$ cat src/ifs_pkg.sv
`default_nettype none

package ifs_pkg;

    // Architecture constants
    localparam int MAX_RULES       = 8;
    localparam int COORD_FRAC_BITS = 16;
    localparam int RANDOM_BITS     = 16;
    localparam int DIM_BITS        = 12;
    localparam int PROB_FRAC_BITS  = 16;
    localparam int WORDS_PER_RULE  = 6;

    // Field widths
    localparam int COORD_W     = 24;
    localparam int RULE_W      = $clog2(MAX_RULES);
    localparam int WSEL_W      = 3;
    localparam int DIM_W       = DIM_BITS;
    localparam int RAND_W      = RANDOM_BITS;
    localparam int CFG_DIM_W   = 13;
    localparam int CFG_OFS_W   = 12;
    localparam int CFG_RULES_W = 4;
    localparam int CFG_IDX_W   = 3;
    localparam int CFG_DATA_W  = 13;

    // Derived datapath widths
    localparam int PROB_W  = PROB_FRAC_BITS + 1;
    localparam int CDF_W   = PROB_W + $clog2(MAX_RULES);
    localparam int CMP_W   = CDF_W + RANDOM_BITS;
    localparam int PROD_W  = 2 * COORD_W;
    localparam int AFF_W   = PROD_W + 1;
    localparam int PIX_W   = COORD_W + CFG_DIM_W + 1;
    localparam int POS_W   = PIX_W - COORD_FRAC_BITS + 2;

    localparam int PROB_ONE   = 1 << PROB_FRAC_BITS;
    localparam int DIM_CAP    = 1 << DIM_BITS;
    localparam int TRUNC_BIAS = (1 << COORD_FRAC_BITS) - 1;
    localparam int COORD_MAX  = (1 << (COORD_W - 1)) - 1;
    localparam int COORD_MIN  = -(1 << (COORD_W - 1));

    // Item kinds
    localparam logic KIND_LOAD = 1'b0;
    localparam logic KIND_STEP = 1'b1;

    // Table word selects
    localparam logic [WSEL_W-1:0] WSEL_A    = 3'd0;
    localparam logic [WSEL_W-1:0] WSEL_B    = 3'd1;
    localparam logic [WSEL_W-1:0] WSEL_C    = 3'd2;
    localparam logic [WSEL_W-1:0] WSEL_D    = 3'd3;
    localparam logic [WSEL_W-1:0] WSEL_E    = 3'd4;
    localparam logic [WSEL_W-1:0] WSEL_F    = 3'd5;
    localparam logic [WSEL_W-1:0] WSEL_PROB = 3'd6;

    // Configuration register indexes
    localparam logic [CFG_IDX_W-1:0] CFG_IMAGE_WIDTH  = 3'd0;
    localparam logic [CFG_IDX_W-1:0] CFG_IMAGE_HEIGHT = 3'd1;
    localparam logic [CFG_IDX_W-1:0] CFG_SCALE_X      = 3'd2;
    localparam logic [CFG_IDX_W-1:0] CFG_SCALE_Y      = 3'd3;
    localparam logic [CFG_IDX_W-1:0] CFG_COL_BIAS     = 3'd4;
    localparam logic [CFG_IDX_W-1:0] CFG_ROW_BIAS     = 3'd5;
    localparam logic [CFG_IDX_W-1:0] CFG_ACTIVE_RULES = 3'd6;

    // Configuration reset values
    localparam logic [CFG_DIM_W-1:0]   RST_IMAGE_WIDTH  = 13'd1024;
    localparam logic [CFG_DIM_W-1:0]   RST_IMAGE_HEIGHT = 13'd1024;
    localparam logic [CFG_DIM_W-1:0]   RST_SCALE        = 13'd200;
    localparam logic [CFG_OFS_W-1:0]   RST_OFFSET       = 12'd0;
    localparam logic [CFG_RULES_W-1:0] RST_ACTIVE_RULES = 4'd4;

    // Controller to datapath commands
    typedef struct packed {
        logic load;      // write one table word
        logic pick;      // select rule, read its coefficient row
        logic mul;       // affine products
        logic sum;       // new point
        logic pmul;      // scaling products
        logic out_load;  // load result register
    } ifs_cmd_t;

endpackage

`default_nettype wire

$ cat src/ifs_ctrl.sv
`default_nettype none

module ifs_ctrl (
    input  wire logic          clk,
    input  wire logic          rst_n,
    input  wire logic          in_valid,
    input  wire logic          in_kind,
    input  wire logic          out_ready,
    output logic               in_ready,
    output logic               out_valid,
    output ifs_pkg::ifs_cmd_t  cmd
);
    import ifs_pkg::*;

    localparam logic [2:0] ST_IDLE = 3'd0;
    localparam logic [2:0] ST_MUL  = 3'd1;
    localparam logic [2:0] ST_SUM  = 3'd2;
    localparam logic [2:0] ST_PMUL = 3'd3;
    localparam logic [2:0] ST_OUT  = 3'd4;

    logic [2:0] state_reg, state_next;
    logic       out_valid_reg, out_valid_next;
    logic       accept;

    assign in_ready  = (state_reg == ST_IDLE);
    assign out_valid = out_valid_reg;
    assign accept    = in_valid && in_ready;

    // Sequencer: one step walks through all states, a load stays in idle
    always_comb
    begin
        state_next = state_reg;
        cmd        = '0;
        case (state_reg)
            ST_IDLE:
            begin
                if (accept && in_kind == KIND_LOAD)
                begin
                    cmd.load = 1'b1;
                end
                else if (accept && in_kind == KIND_STEP)
                begin
                    cmd.pick   = 1'b1;
                    state_next = ST_MUL;
                end
            end
            ST_MUL:
            begin
                cmd.mul    = 1'b1;
                state_next = ST_SUM;
            end
            ST_SUM:
            begin
                cmd.sum    = 1'b1;
                state_next = ST_PMUL;
            end
            ST_PMUL:
            begin
                cmd.pmul   = 1'b1;
                state_next = ST_OUT;
            end
            ST_OUT:
            begin
                // wait until the result register is free
                if (!out_valid_reg || out_ready)
                begin
                    cmd.out_load = 1'b1;
                    state_next   = ST_IDLE;
                end
            end
            default:
            begin
                state_next = ST_IDLE;
            end
        endcase
    end

    // Result valid: set on load, cleared on transfer
    always_comb
    begin
        out_valid_next = out_valid_reg;
        if (cmd.out_load)
        begin
            out_valid_next = 1'b1;
        end
        else if (out_ready)
        begin
            out_valid_next = 1'b0;
        end
    end

    always_ff @(posedge clk or negedge rst_n)
    begin
        if (!rst_n)
        begin
            state_reg     <= ST_IDLE;
            out_valid_reg <= 1'b0;
        end
        else
        begin
            state_reg     <= state_next;
            out_valid_reg <= out_valid_next;
        end
    end

endmodule

`default_nettype wire

$ cat config.mk
export PLATFORM = sky130hd
export DESIGN_NAME = ifs_ctrl
export DESIGN_NICKNAME = d
export VERILOG_FILES = /design/src/ifs_pkg.sv /design/src/ifs_ctrl.sv
export SDC_FILE = /design/constraint.sdc
export NUM_CORES = 1
export LEC_CHECK = 0
export BUFFER_PORTS_ARGS = -buffer_cell sky130_fd_sc_hd__buf_2
export CAP_MARGIN = 20
export CORE_AREA = 8 8 45 47
export DETAILED_ROUTE_END_ITERATION = 8
export DIE_AREA = 0 0 53 55
export SLEW_MARGIN = 15
export SYNTH_ARGS = -nofsm -noshare
export SYNTH_HDL_FRONTEND = slang
export SYNTH_SLANG_ARGS = --single-unit
$ cat constraint.sdc
create_clock -name clk -period 1.9 [get_ports clk]
set_input_delay 0.285 -clock clk [delete_from_list [all_inputs] [get_ports clk]]
set_output_delay 0.285 -clock clk [all_outputs]
set_load 0.01 [all_outputs]
; Yosys cells after proc, flatten, opt, wreduce, memory -nomap -nowiden
; Index checks and enable logic that the tools add are counted.
[classes]
n_bitwise = 1
eq_ne = 7
n_reduce_logical = 8
mux = 15
[op_table]
columns = operator, n
row1 = $pmux 3 s5, 1
row2 = $mux 1, 10
row3 = $mux 3, 3
row4 = $eq 3x2->1 const B, 2
row5 = $ne 2x2->1 const B, 2
row6 = $eq 3x1->1 const B, 1
row7 = $eq 3x3->1 const B, 1
row8 = $logic_and 1x1->1, 3
row9 = $logic_not 3->1, 1
row10 = $reduce_and 3->1, 1
row11 = $mux 2, 1
row12 = $ne 2x1->1 const B, 1
row13 = $reduce_bool 2->1, 1
row14 = $logic_not 1->1, 1
row15 = $logic_or 1x1->1, 1
row16 = $not 1->1, 1
[totals]
input_bits = 5
elab_cells = 33
output_inout_bits = 8
ff_bits = 4

; Depth between registers and ports, before layout
[logic_depth]
depth_word = 6
ltp_mapped = 3

; Worst setup path after synthesis
; Ideal clock, no wire load.
[synth_path]
kind = reg2out
start = register state_reg[0]
end = output port cmd[5] in the netlist's numbering
path_stages_with_launch = 3
t_required_ps = 1615
setup_slack_ps = 535
path_buffers = 0
arrival_ps = 1080
path_cell_list = dfrtp_1 > nor3_1 > and3b_1
[synth_lines]
columns = item, line_no
row1 = "start, declared", ifs_ctrl.sv:21  ; logic [2:0] state_reg, state_next;
row2 = "start signal, assigned", ifs_ctrl.sv:101  ; state_reg <= state_next;
row3 = "end, declared", ifs_ctrl.sv:11  ; output ifs_pkg::ifs_cmd_t cmd

==> metrics.csv <==
stage,metric,value,unit
cells_and_area,most frequent cells in the layout,"buf_2 (12), dfrtp_1 (4), clkbuf_4 (3)",
cells_and_area,area grow syn2layout,43.8,%
cells_and_area,antenna cells,0,
worst_setup_path,Critical Path Start Type,flop,
sta,relative slew slack,0.826,
clocking,root buffer cell,clkbuf_4,
place,IO buf count,12,
flow_run,number of max-cap violations,0,
synth,Synth area leaders,"dfrtp_1 (45%), and3b_1 (7.9%), buf_4 (6.7%), nor3b_1 (6.7%), o21bai_2 (5.1%)",
clocking,Max H-tree Level,1,
global_routing,first-pass GRT wire length,917,um
clocking,CTS tree,built,
synth,syn_nets,26,
drt,WL/cell,10.4,um
sta,final worst slack,0.275,ns
worst_setup_path,WS Path Type,reg2out,
global_routing,pin count of the biggest net entering global routing,8,
die,Die Span Y,55,um
drt,WL final,530,um
power_and_ir_drop,pwr dens,1570,mW/mm^2
clocking,TritonCTS buffer count,3,
worst_setup_path,R2R Path Start,state_reg[0]$_DFFE_PN0P_,
hold_path,WHS Endpoint,out_valid$_DFFE_PN0P_,
drt,via count,201,
synth,Yosys top cell by area,dfrtp_1,
global_routing,GR Util All Layers,0.0477,
die,Die ar.,0.00292,sq mm
drt,Antenna Nets Post-Route,0,
clocking,Max Buffers Root-to-Sink,2,
worst_setup_path,R2R Setup Slk,0.85,ns
sta,RSZ-0062 raised after global routing,false,
die,number of top-level pins,13,
clocking,cts repair resizes,0,
worst_setup_path,Worst Path Required,1.62,ns
hold_path,hold path cells,3,
die,site row count,14,
die,Initial Util,0.161,
worst_setup_path,crit path DAT,1.34,ns
global_routing,grt ovf,0,
cells_and_area,layout cells sized above 1,0.514,
drt,Pre-antenna DRT Iters,2,
synth,post-synthesis average cell area,10.6,sq um
synth,top-area cell type share of the netlist area,0.449,
sta,setup tns final,0,ns
synth,Netlist cell types,14,
die,Core ar.,0.00138,sq mm
sta,Final min period,1.63,ns
power_and_ir_drop,Pwr Total,502,uW
sta,clock skew,0.000534,ns
run_status,status,completed,
place,pre-CTS WS,0.509,ns
cells_and_area,number of nets in the layout,42,
drt,Vias/cell,3.94,
sta,FMAX,0.615,GHz
synth,register area share after synthesis,0.449,
synth,"Cell Area, Synth",223,sq um
worst_setup_path,Worst R2R End,state_reg[2]$_DFFE_PN0P_,
synth,Post-Synthesis Cells,21,
global_routing,vias in the first global route,222,
power_and_ir_drop,worst vdd ir,0.000462,V
synth,"FF+latch count, synth",4,
sta,worst-margin pin slew,0.259,ns
drt,DRT iter0 DRCs,2,
drt,DRC viols,0,
cells_and_area,final core occ,0.231,
cells_and_area,Largest register FFs,3,
global_routing,initial antenna violation count,0,
place,placed insts,47,
worst_setup_path,R2R depth,2,
sta,crit share post-route,0.855,
synth,total number of yosys warnings,0,
power_and_ir_drop,static leakage,0.000179,uW
worst_setup_path,largest fanout on the critical path,7,
sta,final setup vio count,0,
sta,endpoints failing hold,0,
sta,Pins Over Slew Limit,0,
hold_path,HP Class,in2reg,
hold_path,hold path start,out_ready,
cells_and_area,"most common cell after layout, fill and taps aside",buf_2,
clocking,clock transition at the registers of the reported paths,0.04,ns
clocking,CTS Sinks,4,
clocking,clk_lat worst skew,0.23,ns
die,Die Span X,53,um
worst_setup_path,endpoint class of the critical path,output pin,
cells_and_area,Post-Layout Cell Count,51,
place,GP Congestion,0.712,
-- metal layers --
metal  up-vias  GRT usage  share of wire
li1        103          -              -
met2        11     0.0547           0.41
met3         2     0.0187          0.068
met5         -          0              0
met4         0     0.0905          0.049
met1        85     0.0475           0.47
-- stage by stage --
| stage | hold WS [ns] | cell area, sq um |
|---|---|---|
| floorplan | -0.0106 | 223 |
| global placement | 0.0953 | 288 |
| detailed placement | 0.0970 | 288 |
| CTS | 0.355 | 320 |
| global route | 0.389 | 320 |
| finish | 0.367 | 320 |
-- how the worst max path moves through the flow --
stage | startpoint | end | slack (ns)
floorplan | state_reg[0]$_DFFE_PN0P_ | cmd[5] | 0.53
global placement | state_reg[0]$_DFFE_PN0P_ | cmd[0] | 0.53
detailed placement | state_reg[0]$_DFFE_PN0P_ | cmd[0] | 0.51
CTS | state_reg[0]$_DFFE_PN0P_ | cmd[0] | 0.25
global route | state_reg[0]$_DFFE_PN0P_ | cmd[0] | 0.20
finish | state_reg[0]$_DFFE_PN0P_ | cmd[0] | 0.27
-- where the power goes --
part	internal [uW]	switching [uW]	total, uW
combinational	117	103	219
sequential	124	54.5	178
clock	70.6	33.7	104
-- synth_stat cells --
master,n
nor2b_2,1
nor2_1,1
buf_4,2
nand2b_1,1
a21oi_1,1
and3_1,1
o21bai_2,1
xnor2_1,1
nand2_1,1
nor3_1,2
or3b_4,1
and3b_1,2
dfrtp_1,4
nor3b_1,2
-- timing repair --
item                                   CTS  global route
endpoints found under the hold margin    4             0
setup buffers                            0             0
hold buffers                             1             0
-- kinds of logic after synthesis --
family	Yosys count	share of synthesized area
DFF	4	0.449
xor gates and xnor gates	1	0.0393
AOI/OAI and AO/OA	2	0.0730
and+or+nand+nor	12	0.371
buffers and inverters	2	0.0674
-- layout make-up --
class	instances	area, sq um
clock buffer	3	22.5
fill	149	1060
multi-input combinational	15	108
sequential	4	100
tap	16	20.0
timing repair buffer	13	70.1
-- critical path, cell delays in order, from the launching register on --
cell and delay, ns:
dfrtp_1 0.44, or3b_4 0.44, nor2b_2 0.11, buf_2 0.13
Power figures use the tool's default switching activity.
